==> src/rtl/radix_digit_converter_top_macros.svh <==
// Assertion macros shared by the radix digit converter RTL.
`ifndef RADIX_DIGIT_CONVERTER_TOP_MACROS_SVH
`define RADIX_DIGIT_CONVERTER_TOP_MACROS_SVH

// Same-cycle implication, disabled while reset is asserted.
`define RDC_ASSERT_IMPL(label, clk, rst_n, ante, cons, msg) \
  label: assert property (@(posedge clk) disable iff (!rst_n) (ante) |-> (cons)) \
    else $error(msg);

// Next-cycle implication, disabled while reset is asserted.
`define RDC_ASSERT_NEXT(label, clk, rst_n, ante, cons, msg) \
  label: assert property (@(posedge clk) disable iff (!rst_n) (ante) |=> (cons)) \
    else $error(msg);

`endif

==> src/rtl/rdc_pkg.sv <==
// Types, constants and reciprocal table of the radix digit converter.
package rdc_pkg;

  localparam int VALUE_W   = 31;
  localparam int RADIX_W   = 5;
  localparam int DIGIT_W   = 4;
  localparam int RECIP_W   = 32;
  localparam int PROD_W    = VALUE_W + RECIP_W;
  localparam int SHIFT_W   = 3;
  localparam int SHIFT_AW  = 6;
  localparam int FRAC_BASE = VALUE_W;

  localparam logic [RADIX_W-1:0] RADIX_MIN   = 5'd2;
  localparam logic [RADIX_W-1:0] RADIX_MAX   = 5'd16;
  localparam logic [RADIX_W-1:0] RADIX_RESET = 5'd2;

  localparam int APB_DW = 32;
  localparam int APB_AW = 3;
  localparam logic [APB_AW-1:0] ADDR_RADIX = 3'd0;

  // Reciprocal m = ceil(2^(31+l) / r), l = ceil(log2 r); floor(x*m >> (31+l)) == x / r
  // for every 31-bit x.
  typedef struct packed {
    logic [RECIP_W-1:0] mult;
    logic [SHIFT_W-1:0] shift;
  } recip_t;

  typedef struct packed {
    logic load;
    logic prep;
    logic div;
    logic pop;
  } rdc_cmd_t;

  typedef struct packed {
    logic value_nz;
    logic div_done;
    logic pop_last;
  } rdc_status_t;

  function automatic logic [RADIX_W-1:0] eff_radix(input logic [RADIX_W-1:0] r);
    logic [RADIX_W-1:0] e;
    e = r;
    if (r < RADIX_MIN) e = RADIX_MIN;
    else if (r > RADIX_MAX) e = RADIX_MAX;
    return e;
  endfunction

  function automatic recip_t recip_lookup(input logic [RADIX_W-1:0] r);
    recip_t t;
    case (r)
      5'd2:    t = '{mult: 32'h8000_0000, shift: 3'd1};
      5'd3:    t = '{mult: 32'hAAAA_AAAB, shift: 3'd2};
      5'd4:    t = '{mult: 32'h8000_0000, shift: 3'd2};
      5'd5:    t = '{mult: 32'hCCCC_CCCD, shift: 3'd3};
      5'd6:    t = '{mult: 32'hAAAA_AAAB, shift: 3'd3};
      5'd7:    t = '{mult: 32'h9249_2493, shift: 3'd3};
      5'd8:    t = '{mult: 32'h8000_0000, shift: 3'd3};
      5'd9:    t = '{mult: 32'hE38E_38E4, shift: 3'd4};
      5'd10:   t = '{mult: 32'hCCCC_CCCD, shift: 3'd4};
      5'd11:   t = '{mult: 32'hBA2E_8BA3, shift: 3'd4};
      5'd12:   t = '{mult: 32'hAAAA_AAAB, shift: 3'd4};
      5'd13:   t = '{mult: 32'h9D89_D89E, shift: 3'd4};
      5'd14:   t = '{mult: 32'h9249_2493, shift: 3'd4};
      5'd15:   t = '{mult: 32'h8888_8889, shift: 3'd4};
      5'd16:   t = '{mult: 32'h8000_0000, shift: 3'd4};
      default: t = '{mult: 32'h8000_0000, shift: 3'd1};
    endcase
    return t;
  endfunction

endpackage

==> src/rtl/rdc_ram.sv <==
// Generic single-write, single-read RAM with registered read data.
module rdc_ram #(
  parameter int DATA_W = 4,
  parameter int DEPTH  = 32
) (
  input  logic                     clk,
  input  logic                     we,
  input  logic [$clog2(DEPTH)-1:0] waddr,
  input  logic [DATA_W-1:0]        wdata,
  input  logic                     re,
  input  logic [$clog2(DEPTH)-1:0] raddr,
  output logic [DATA_W-1:0]        rdata
);

  logic [DATA_W-1:0] mem [DEPTH];
  logic [DATA_W-1:0] rdata_r;

  always_ff @(posedge clk) begin
    if (we) begin
      mem[waddr] <= wdata;
    end
    if (re) begin
      rdata_r <= mem[raddr];
    end
  end

  assign rdata = rdata_r;

endmodule

==> src/rtl/rdc_ctrl.sv <==
// Sequencer of the radix digit converter: load, prime the product, divide, pop.
module rdc_ctrl
  import rdc_pkg::*;
(
  input  logic        clk,
  input  logic        rst_n,
  input  logic        start,
  input  rdc_status_t status,
  output rdc_cmd_t    cmd,
  output logic        busy
);

  typedef enum logic [3:0] {
    ST_IDLE = 4'b0001,
    ST_PREP = 4'b0010,
    ST_DIV  = 4'b0100,
    ST_POP  = 4'b1000
  } state_t;

  state_t state_r, state_nxt;

  always_comb begin
    state_nxt = state_r;
    cmd       = '0;
    unique case (state_r)
      ST_IDLE: begin
        if (start && status.value_nz) begin
          cmd.load  = 1'b1;
          state_nxt = ST_PREP;
        end
      end
      ST_PREP: begin
        cmd.prep  = 1'b1;
        state_nxt = ST_DIV;
      end
      ST_DIV: begin
        cmd.div = 1'b1;
        if (status.div_done) state_nxt = ST_POP;
      end
      ST_POP: begin
        cmd.pop = 1'b1;
        if (status.pop_last) state_nxt = ST_IDLE;
      end
      default: state_nxt = ST_IDLE;
    endcase
  end

  always_ff @(posedge clk) begin
    if (!rst_n) begin
      state_r <= ST_IDLE;
    end else begin
      state_r <= state_nxt;
    end
  end

  assign busy = (state_r != ST_IDLE);

endmodule

==> src/rtl/rdc_datapath.sv <==
// Datapath: reciprocal divider, digit stack and output registers.
module rdc_datapath
  import rdc_pkg::*;
#(
  parameter int MAX_DIGITS = 32
) (
  input  logic               clk,
  input  logic               rst_n,
  input  rdc_cmd_t           cmd,
  input  logic [VALUE_W-1:0] in_value,
  input  logic [RADIX_W-1:0] radix,
  output rdc_status_t        status,
  output logic               out_valid,
  output logic [DIGIT_W-1:0] out_digit,
  output logic               out_last
);

  localparam int AW    = $clog2(MAX_DIGITS);
  localparam int CNT_W = $clog2(MAX_DIGITS + 1);

  logic [VALUE_W-1:0]         quot_r;
  logic [RADIX_W-1:0]         radix_r;
  logic [RECIP_W-1:0]         mult_r;
  logic [SHIFT_W-1:0]         shift_r;
  logic [PROD_W-1:0]          prod_r;
  logic [CNT_W-1:0]           cnt_r, cnt_nxt;
  logic                       rd_valid_r, rd_last_r;

  recip_t                     recip_s;
  logic [RADIX_W-1:0]         eff_s;
  logic [SHIFT_AW-1:0]        shift_amt;
  logic [VALUE_W-1:0]         q_s;
  logic [VALUE_W+RADIX_W-1:0] qr_s;
  logic [VALUE_W-1:0]         diff_s;
  logic [VALUE_W-1:0]         mul_in;
  logic [CNT_W-1:0]           cnt_dec;

  assign eff_s   = eff_radix(radix);
  assign recip_s = recip_lookup(eff_s);

  // Quotient from the registered product, remainder by back-multiplication.
  assign shift_amt = SHIFT_AW'(FRAC_BASE) + SHIFT_AW'(shift_r);
  assign q_s       = VALUE_W'(prod_r >> shift_amt);
  assign qr_s      = (VALUE_W + RADIX_W)'(q_s) * (VALUE_W + RADIX_W)'(radix_r);
  assign diff_s    = quot_r - qr_s[VALUE_W-1:0];
  assign mul_in    = cmd.div ? q_s : quot_r;
  assign cnt_dec   = cnt_r - CNT_W'(1);

  always_ff @(posedge clk) begin
    if (cmd.load) begin
      quot_r  <= in_value;
      radix_r <= eff_s;
      mult_r  <= recip_s.mult;
      shift_r <= recip_s.shift;
    end else if (cmd.div) begin
      quot_r <= q_s;
    end
    if (cmd.prep || cmd.div) begin
      prod_r <= PROD_W'(mul_in) * PROD_W'(mult_r);
    end
  end

  always_comb begin
    cnt_nxt = cnt_r;
    if (cmd.load)     cnt_nxt = '0;
    else if (cmd.div) cnt_nxt = cnt_r + CNT_W'(1);
    else if (cmd.pop) cnt_nxt = cnt_dec;
  end

  always_ff @(posedge clk) begin
    if (!rst_n) begin
      cnt_r      <= '0;
      rd_valid_r <= 1'b0;
    end else begin
      cnt_r      <= cnt_nxt;
      rd_valid_r <= cmd.pop;
    end
  end

  always_ff @(posedge clk) begin
    if (cmd.pop) begin
      rd_last_r <= (cnt_dec == '0);
    end
  end

  rdc_ram #(
    .DATA_W (DIGIT_W),
    .DEPTH  (MAX_DIGITS)
  ) u_stack (
    .clk   (clk),
    .we    (cmd.div),
    .waddr (cnt_r[AW-1:0]),
    .wdata (diff_s[DIGIT_W-1:0]),
    .re    (cmd.pop),
    .raddr (cnt_dec[AW-1:0]),
    .rdata (out_digit)
  );

  assign status.value_nz = (in_value != '0);
  assign status.div_done = (q_s == '0) || (cnt_r == CNT_W'(MAX_DIGITS - 1));
  assign status.pop_last = (cnt_r == CNT_W'(1));

  assign out_valid = rd_valid_r;
  assign out_last  = rd_last_r;

endmodule

==> src/rtl/radix_digit_converter_top.sv <==
// Top level of the radix digit converter: APB register, sequencer and datapath.
//
// Usage:
//   Input channel: drive in_value and raise start; the transaction is taken at
//   a rising edge with start high and busy low. A value of zero produces no
//   digits and the block stays idle.
//   Result channel: each digit appears on out_digit for exactly one cycle with
//   out_valid high, most significant digit first; out_last marks the final,
//   least significant digit. The receiver cannot stall; every strobe is taken.
//   Config: one APB register at address 0, radix (5 bits, reset 2). Values
//   below 2 act as 2, values above 16 act as 16. Write only while idle.
// Operation:
//   a prime step forms the first reciprocal product, the divide phase yields the
//   digits (one digit per cycle through the 31x32 reciprocal multiplier), and the pop
//   phase reads the digit stack back (one RAM read per cycle). busy stays high through
//   the prime, divide and pop phases. A new transaction may be accepted while the last
//   digit is on the outputs.
// Reset: synchronous, active low; returns to idle, drops pending strobes and
//   restores radix to 2. Stack contents need no clearing.
module radix_digit_converter_top
  import rdc_pkg::*;
#(
  parameter int MAX_DIGITS = 32
) (
  input  logic               clk,
  input  logic               rst_n,
  // input channel
  input  logic               start,
  output logic               busy,
  input  logic [VALUE_W-1:0] in_value,
  // result channel
  output logic               out_valid,
  output logic [DIGIT_W-1:0] out_digit,
  output logic               out_last,
  // configuration port
  input  logic               psel,
  input  logic               penable,
  input  logic               pwrite,
  input  logic [APB_AW-1:0]  paddr,
  input  logic [APB_DW-1:0]  pwdata,
  output logic [APB_DW-1:0]  prdata,
  output logic               pready
);

`include "radix_digit_converter_top_macros.svh"

  logic [RADIX_W-1:0] radix_r;
  rdc_cmd_t           cmd;
  rdc_status_t        status;
  logic               cfg_wr;

  // Register write completes in the access phase; pready never waits.
  assign pready = 1'b1;
  assign cfg_wr = psel && penable && pwrite && pready;

  always_ff @(posedge clk) begin
    if (!rst_n) begin
      radix_r <= RADIX_RESET;
    end else if (cfg_wr && (paddr == ADDR_RADIX)) begin
      radix_r <= pwdata[RADIX_W-1:0];
    end
  end

  // Read decode: return the raw register, zero elsewhere.
  always_comb begin
    unique case (paddr)
      ADDR_RADIX: prdata = APB_DW'(radix_r);
      default:    prdata = '0;
    endcase
  end

  // Sequence each transaction: load, prime the product, divide, pop.
  rdc_ctrl u_ctrl (
    .clk    (clk),
    .rst_n  (rst_n),
    .start  (start),
    .status (status),
    .cmd    (cmd),
    .busy   (busy)
  );

  // Divide by reciprocal, push remainders, then read them back in reverse.
  rdc_datapath #(
    .MAX_DIGITS (MAX_DIGITS)
  ) u_datapath (
    .clk       (clk),
    .rst_n     (rst_n),
    .cmd       (cmd),
    .in_value  (in_value),
    .radix     (radix_r),
    .status    (status),
    .out_valid (out_valid),
    .out_digit (out_digit),
    .out_last  (out_last)
  );

  // Digits of one run come out on consecutive cycles.
  `RDC_ASSERT_NEXT(a_digits_contiguous, clk, rst_n, out_valid && !out_last, out_valid,
    "digit strobe gap inside a run")

  // After the final digit no further strobe follows right away.
  `RDC_ASSERT_NEXT(a_last_ends_run, clk, rst_n, out_valid && out_last, !out_valid,
    "strobe right after the final digit")

  // An accepted nonzero value keeps the block busy and silent next cycle.
  `RDC_ASSERT_NEXT(a_accept_busy, clk, rst_n, start && !busy && (in_value != '0),
    busy && !out_valid, "accepted transaction did not start work")

  // Zero input never starts a run.
  `RDC_ASSERT_NEXT(a_zero_idle, clk, rst_n, start && !busy && (in_value == '0),
    !busy, "zero value started a run")

endmodule
==> config.mk <==
export PLATFORM = sky130hd
export DESIGN_NAME = radix_digit_converter_top
export DESIGN_NICKNAME = d
export VERILOG_FILES = /design/src/rtl/rdc_pkg.sv /design/src/rtl/rdc_ram.sv /design/src/rtl/rdc_ctrl.sv /design/src/rtl/rdc_datapath.sv /design/src/rtl/radix_digit_converter_top.sv
export VERILOG_INCLUDE_DIRS = /design/src /design/src/rtl
export SDC_FILE = /design/constraint.sdc
export NUM_CORES = 2
export LEC_CHECK = 0
export ABC_AREA = 1
export ABC_CLOCK_PERIOD_IN_PS = 6950
export BUFFER_PORTS_ARGS = -buffer_cell sky130_fd_sc_hd__clkbuf_2
export CAP_MARGIN = 20
export CORE_MARGIN = 3
export CORE_UTILIZATION = 50
export DETAILED_ROUTE_END_ITERATION = 8
export PLACE_DENSITY = 0.7
export SYNTH_ARGS = -nofsm -noshare
export SYNTH_HDL_FRONTEND = slang
export SYNTH_SLANG_ARGS = --single-unit
==> constraint.sdc <==
create_clock -name clk -period 6.95 [get_ports clk]
set_input_delay 0 -clock clk [delete_from_list [all_inputs] [get_ports clk]]
set_output_delay 0 -clock clk [all_outputs]
set_load 0.05 [all_outputs]
* Word-level counts from Yosys, hierarchy flattened
Memories as Yosys holds them, arrays and structs flattened. A register that Yosys moved wholly into a read port is not among the register bits.
Cells that the tools add are included.
** Storage, ports and cells
- Flip-flop bits (word level) :: 148
- Latch bits :: 0
- Bits in writable memories :: 128
- ROM bits :: 1056
- Output and inout port bits :: 40
- Logic and storage cells :: 62
- Memories :: 2
** Memory list
- (no name shown) :: depth 32, width 33, rd ports 1, clocked after memory_dff 1, write ports 0, line rdc_pkg.sv:51 : case (r)
- u_datapath.u_stack.mem :: depth 32, width 4, rd ports 1, clocked after memory_dff 1, write ports 1, line rdc_ram.sv:15 : logic [DATA_W-1:0] mem [DEPTH];
** Operators by class
- Add/subtract/negate cells :: 4
- Multiply operators :: 2
- Div/mod/pow operators :: 0
- Order comparisons :: 2
- Equal/unequal tests :: 10
- Shifts and indexed selects :: 1
- Multiplexer cells :: 18
- Bitwise logic cells :: 1
- Reductions and logical operators :: 13
** Operator list (number)
- 31-bit by 32-bit multiplier with 63-bit output :: 1
- 63-bit by 6-bit >> shifter with 31-bit output :: 1
- 31-bit 2-to-1 mux :: 2
- 31-bit zero test :: 1
- 31-bit by 5-bit multiplier with 4-bit output :: 1
- 31-bit nonzero test :: 1
- 4-bit case mux with 4 select lines :: 1
- 5-bit 2-to-1 mux :: 3
- 4-bit 2-to-1 mux :: 3
- 6-bit 2-to-1 mux :: 2
- 1-bit 2-to-1 mux :: 7
- 5-bit by 3-bit adder with 6-bit output (first input constant) :: 1
- 6-bit by 1-bit adder with 6-bit output (second input constant) :: 1
- 6-bit by 1-bit == test with 1-bit output (second input constant) :: 1
- 6-bit by 5-bit == test with 1-bit output (second input constant) :: 1
- 6-bit zero test :: 1
- 6-bit by 1-bit subtractor with 6-bit output (second input constant) :: 1
- 5-bit > comparator (second input constant) :: 1
- 5-bit by 2-bit less-than comparator with 1-bit output (second input constant) :: 1
- 4-bit by 1-bit == test with 1-bit output (second input constant) :: 1
- 4-bit by 2-bit == test with 1-bit output (second input constant) :: 1
- 4-bit by 3-bit == test with 1-bit output (second input constant) :: 1
- 4-bit == test (second input constant) :: 1
- 1-bit logical AND :: 4
- other kinds (10) :: 12

* Longest topological paths before layout
- Depth in word-level cells :: 6
- Gate-level depth with buffers :: 42
- Depth with buffers taken out :: 40

* By module
A second synthesis with hierarchy kept.
** Unflattened totals
- Cell total of the unflattened synthesis :: 4799
- Area, all modules :: 41776.3 sq um
** By module, submodules not included
- rdc_datapath :: instances 1, cells an instance 4202, area an instance 35461.5 sq um, seq. area each 2562.5 sq um
- rdc_ram :: instances 1, cells an instance 486, area an instance 5536.6 sq um, seq. area each 3963.8 sq um
- radix_digit_converter_top :: instances 1, cells an instance 77, area an instance 525.5 sq um, seq. area each 100.1 sq um
- rdc_ctrl :: instances 1, cells an instance 34, area an instance 252.7 sq um, seq. area each 80.1 sq um

* Least setup slack after synthesis
Ideal clock, no wire load.
- Path type :: register to register
- Start :: reg u_datapath.shift_r[0]
- End :: reg u_datapath.prod_r[51], data pin
- Setup time :: 0.252 ns
- Arrival :: 7.335 ns
- Required time :: 6.698 ns
- Setup slack :: -0.638 ns
- Stages on the path, launching flop included :: 34
- Cells stage by stage :: edfxtp_1 -> buf_4 -> or2_2 -> o21ai_0 -> o21ai_0 -> o21ai_0 -> inv_1 -> o21ai_2 -> buf_2 -> nor2_1 -> fa_1 -> inv_1 -> fa_1 -> fa_1 -> fa_1 -> inv_1 -> fa_1 -> fa_1 -> fa_1 -> inv_1 -> fa_1 -> inv_1 -> ha_1 -> a21oi_1 -> inv_1 -> a21oi_1 -> nor2_1 -> nor2_1 -> a21boi_0 -> o21ai_0 -> a21oi_1 -> nand2_1 -> nand2_1 -> nand2_1
** On the way
- Cells in the longest elaborated chain, start to end :: 4
** RTL lines
- start, declared :: line rdc_datapath.sv:24 : logic [SHIFT_W-1:0] shift_r;
- 5-bit by 3-bit adder with 6-bit output :: line rdc_datapath.sv:42 : assign shift_amt = SHIFT_AW'(FRAC_BASE) + SHIFT_AW'(shift_r);
- 63-bit by 6-bit >> shifter with 31-bit output :: line rdc_datapath.sv:43 : assign q_s = VALUE_W'(prod_r >> shift_amt);
- 31-bit 2-to-1 mux
- 31-bit by 32-bit multiplier with 63-bit output :: line rdc_datapath.sv:59 : prod_r <= PROD_W'(mul_in) * PROD_W'(mult_r);
- end signal, assigned :: line rdc_datapath.sv:59
- end, declared :: line rdc_datapath.sv:25 : logic [PROD_W-1:0] prod_r;
No other way between the ends.
A chain may end at the register's enable or synchronous reset.

* Final worst setup path
- Start :: reg u_datapath.shift_r[0]
- End :: reg u_datapath.prod_r[45], data pin
Same word-level chain as after synthesis.

==> impl_metrics.csv <==
group,metric,value,unit
sta,rsz0062_at_grt,"yes",
setup_path,arrival,8.52,ns
setup_path,setup.worst_path.start_class,"register",
sta,max_freq,0.1215,GHz
floorplanning,core.rowCount,105,
routing,vias,36380,
routing,dr_wl_met2,72.24,mm
outcome,outcome,"complete, but fails checks",
synth,number_of_enable_type_register_cells_in_the_synthesized_netlist,192,
global_route,grt.total_usage,0.3782,
synth,cell_types_with_the_largest_area_share_after_synthesis,"sky130_fd_sc_hd__fa_1 (40%), sky130_fd_sc_hd__edfxtp_1 (14%), sky130_fd_sc_hd__inv_1 (11%), sky130_fd_sc_hd__ha_1 (9.2%), sky130_fd_sc_hd__nor2_1 (6.4%)",
routing,via_to_cell_ratio,5.460,
routing,drt_iter0_drc,3501,
global_route,first_global_vias,37690,
cts,clock_tree.root_cell,"sky130_fd_sc_hd__clkbuf_16",
layout,syn2layout_area_growth,28.26,%
routing,length_of_routed_met3_wiring,19.38,mm
global_route,wire_length_of_the_first_global_routing_pass,237.6,mm
synth,number_of_distinct_standard_cells_referenced_by_the_synthesized_netlist,54,
placed_design,gp_congestion,1.095,
synth,syn_inst,4752,
floorplanning,width_of_the_die,294.8,um
routing,wire_per_inst,24.44,um
routing,ant_nets,0,
sta,final_max_slew_viol_count,0,
placed_design,placedInstanceArea,49770,sq um
routing,drt_pass1_iterations,6,
global_route,global_route.overflow_total,0,
sta,tightest_slew,1.077,ns
cts,clock-sinks,239,
synth,synth.avg_cell_area,8.774,sq um
cts,cts-htree-levels,1,
setup_path,endpoint_kind,"register",
synth,seq_area_frac_synth,0.1608,
layout,num-nets-final,6787,
sta,final_min_period_over_clock_period,1.185,
cts,tritoncts,"yes",
floorplanning,height_of_the_die,294.8,um
job,number_of_max_capacitance_violations_reported,0,
global_route,grt_start_max_net_pins,90,
synth,mappedNetlistArea,41690,sq um
layout,mostFrequentLayoutCell,"sky130_fd_sc_hd__inv_1",
sta,finalClockSkew,0.01965,ns
synth,yosys_top_cell_by_area,"sky130_fd_sc_hd__fa_1",
global_route,initial_antenna_violation_count,4,
outcome,violated_checks,"setup timing",
cts,clk_latency,0.55,ns
setup_path,slowest_delay,0.61,ns
routing,detail_route.wirelength,162.8,mm
floorplanning,floorplan.core_area,82370,sq um
sta,period_minus_slack,8.234,ns
routing,drc,0,
cts,path_clk_slew,0.07,ns
layout,final_design_area_no_fill,53480,sq um
setup_path,critical_path.slowest_cell,"sky130_fd_sc_hd__fa_1",
synth,async_flop_share,0,
placed_design,place.detailed.hpwl,136.0,mm
routing,routed.top_layer,"met5",
cts,tritoncts.num_buffers,23,
layout,layout_common_cells,"sky130_fd_sc_hd__inv_1 (1146), sky130_fd_sc_hd__fa_1 (760), sky130_fd_sc_hd__buf_4 (744)",
floorplanning,pin_count,112,
floorplanning,initial_core_util,0.5062,
sta,max-slew-margin-rel,0.2814,
setup_path,worstPathMaxFanout,14,
sta,finalSetupViolations,32,
cts,clock_path_buffers,3,
placed_design,buffer_ports.inserted,56,
hold_path,worst_hold_path_type,"in -> reg",
sta,finalHoldViolCount,0,
floorplanning,die_area,86890,sq um
synth,synth-warning-count,0,
routing,met1_length,60.11,mm
synth,total_of_flip_flops_plus_latches_after_synthesis,239,
setup_path,path_common_cell,"sky130_fd_sc_hd__fa_1",
layout,layout-drive-gt1-share,0.2719,
sta,setup_slack,-1.284,ns
synth,synthDominantCellAreaShare,0.4004,
synth,synth_ff_type,"sky130_fd_sc_hd__edfxtp_1",
setup_path,critical_path_class,"reg -> reg",
setup_path,crit_required,7.24,ns
[metrics by stage]
step                      TNS (ns)  hold WS [ns]  worst slack, ns  utilization  cells
after floorplan             -5.814       0.08420          -0.2824            -   4778
after global placement      -37.17        0.2270           -1.413       0.6042   6512
after detailed placement    -38.66        0.2266           -1.420       0.6042   6512
after CTS                   -32.83        0.1755           -1.190       0.6294   6619
after global routing        -43.21        0.2366           -1.509       0.6492   6661
final                       -36.38        0.2212           -1.284       0.6492   6663
[critical path: cells and delay by family, from the launching register on]
family | cells | cell delay [ns]
simple gates | 4 | 0.37
xor+xnor | 1 | 0.10
compound gates | 8 | 1.36
fa+ha+maj | 9 | 4.50
flops | 1 | 0.41
buf+inv | 11 | 1.18
[flip-flops by register name (all words and copies together) (netlist names)]
| name | flops |
|---|---|
| u_datapath.cnt_r | 6 |
| u_ctrl.state_r | 4 |
| u_datapath.u_stack.mem | 128 |
| u_datapath.out_valid | 1 |
| u_datapath.shift_r | 3 |
| u_datapath.u_stack.rdata | 4 |
| u_datapath.quot_r | 31 |
| u_datapath.radix_r | 4 |
| u_datapath.mult_r | 20 |
| u_datapath.out_last | 1 |
| u_datapath.prod_r | 32 |
| radix_r | 5 |
[timing repair]
item / 4_1_cts / 5_1_grt
endpoints found under the setup margin: 32 / 32
hold buffers: 43 / 0
gates resized for setup: 182 / 344
pin swaps: 20 / 130
setup buffers: 22 / 41
hold endpoints to repair: 42 / 0
gates cloned: 0 / 4
[cell type report]
cell class                      instances  area, sq um
Antenna cell                            2        5.005
Inverter                             1232         4673
Clock buffer                           24        579.3
Tap cell                             1070         1339
Sequential cell                       239         6708
Timing Repair inverter                  1        7.507
Timing Repair Buffer                  940         7976
Fill cell                            6656        28890
Clock inverter                         18        261.5
Multi-Input combinational cell       3137        31930
[synth_stat cells (9+ instances only)]
| master | count |
|---|---|
| sky130_fd_sc_hd__inv_1 | 1206 |
| sky130_fd_sc_hd__fa_1 | 834 |
| sky130_fd_sc_hd__nor2_1 | 708 |
| sky130_fd_sc_hd__nand2_1 | 591 |
| sky130_fd_sc_hd__ha_1 | 307 |
| sky130_fd_sc_hd__edfxtp_1 | 192 |
| sky130_fd_sc_hd__o21ai_0 | 146 |
| sky130_fd_sc_hd__a21oi_1 | 121 |
| sky130_fd_sc_hd__clkbuf_1 | 85 |
| sky130_fd_sc_hd__nand3_1 | 83 |
| sky130_fd_sc_hd__dfxtp_1 | 47 |
| sky130_fd_sc_hd__buf_2 | 39 |
| sky130_fd_sc_hd__buf_4 | 35 |
| sky130_fd_sc_hd__o21ai_1 | 29 |
| sky130_fd_sc_hd__xor2_1 | 27 |
| sky130_fd_sc_hd__or2_2 | 26 |
| sky130_fd_sc_hd__a31oi_1 | 25 |
| sky130_fd_sc_hd__nor3_1 | 24 |
| sky130_fd_sc_hd__o21ai_2 | 21 |
| sky130_fd_sc_hd__o21a_1 | 19 |
| sky130_fd_sc_hd__o32ai_1 | 19 |
| sky130_fd_sc_hd__clkinv_1 | 18 |
| sky130_fd_sc_hd__mux2i_1 | 15 |
| sky130_fd_sc_hd__o211ai_1 | 15 |
| sky130_fd_sc_hd__nand4_1 | 14 |
| sky130_fd_sc_hd__o221ai_1 | 14 |
| sky130_fd_sc_hd__xnor2_1 | 14 |
| sky130_fd_sc_hd__nor4_1 | 9 |
[kinds of logic after synthesis]
logic type / count (synthesis) / synth area share
AO/OA/AOI/OAI: 432 / 0.06125
adder cells (fa/ha/maj): 1141 / 0.4926
buffers and inverters: 1402 / 0.1311
XOR/XNOR: 41 / 0.008613
other: 2 / 0.0001801
AND/OR/NAND/NOR: 1480 / 0.1419
flip-flops: 239 / 0.1608
multiplexers: 15 / 0.003601
[worst paths after layout]
kind | start | end | slack (ns) | cells past startpoint
max reg2reg | u_datapath.shift_r[0] | u_datapath.prod_r[45] | -1.28 | 33
min | penable | radix_r[1] | 0.22 | 4
max | u_datapath.shift_r[0] | u_datapath.prod_r[45] | -1.28 | 33
min reg2reg | u_ctrl.state_r[3] | u_ctrl.state_r[2] | 0.58 | 3
[metal layers]
layer	GRT usage	vias to the layer above
met2	0.5806	2076
met3	0.1072	515
met1	0.4957	17950
met5	0	-
li1	-	15830
met4	0.1831	4
Power is left out: the tool's default activity adds up to more than one toggle a clock period on the data nets, which glitch-free logic cannot reach.
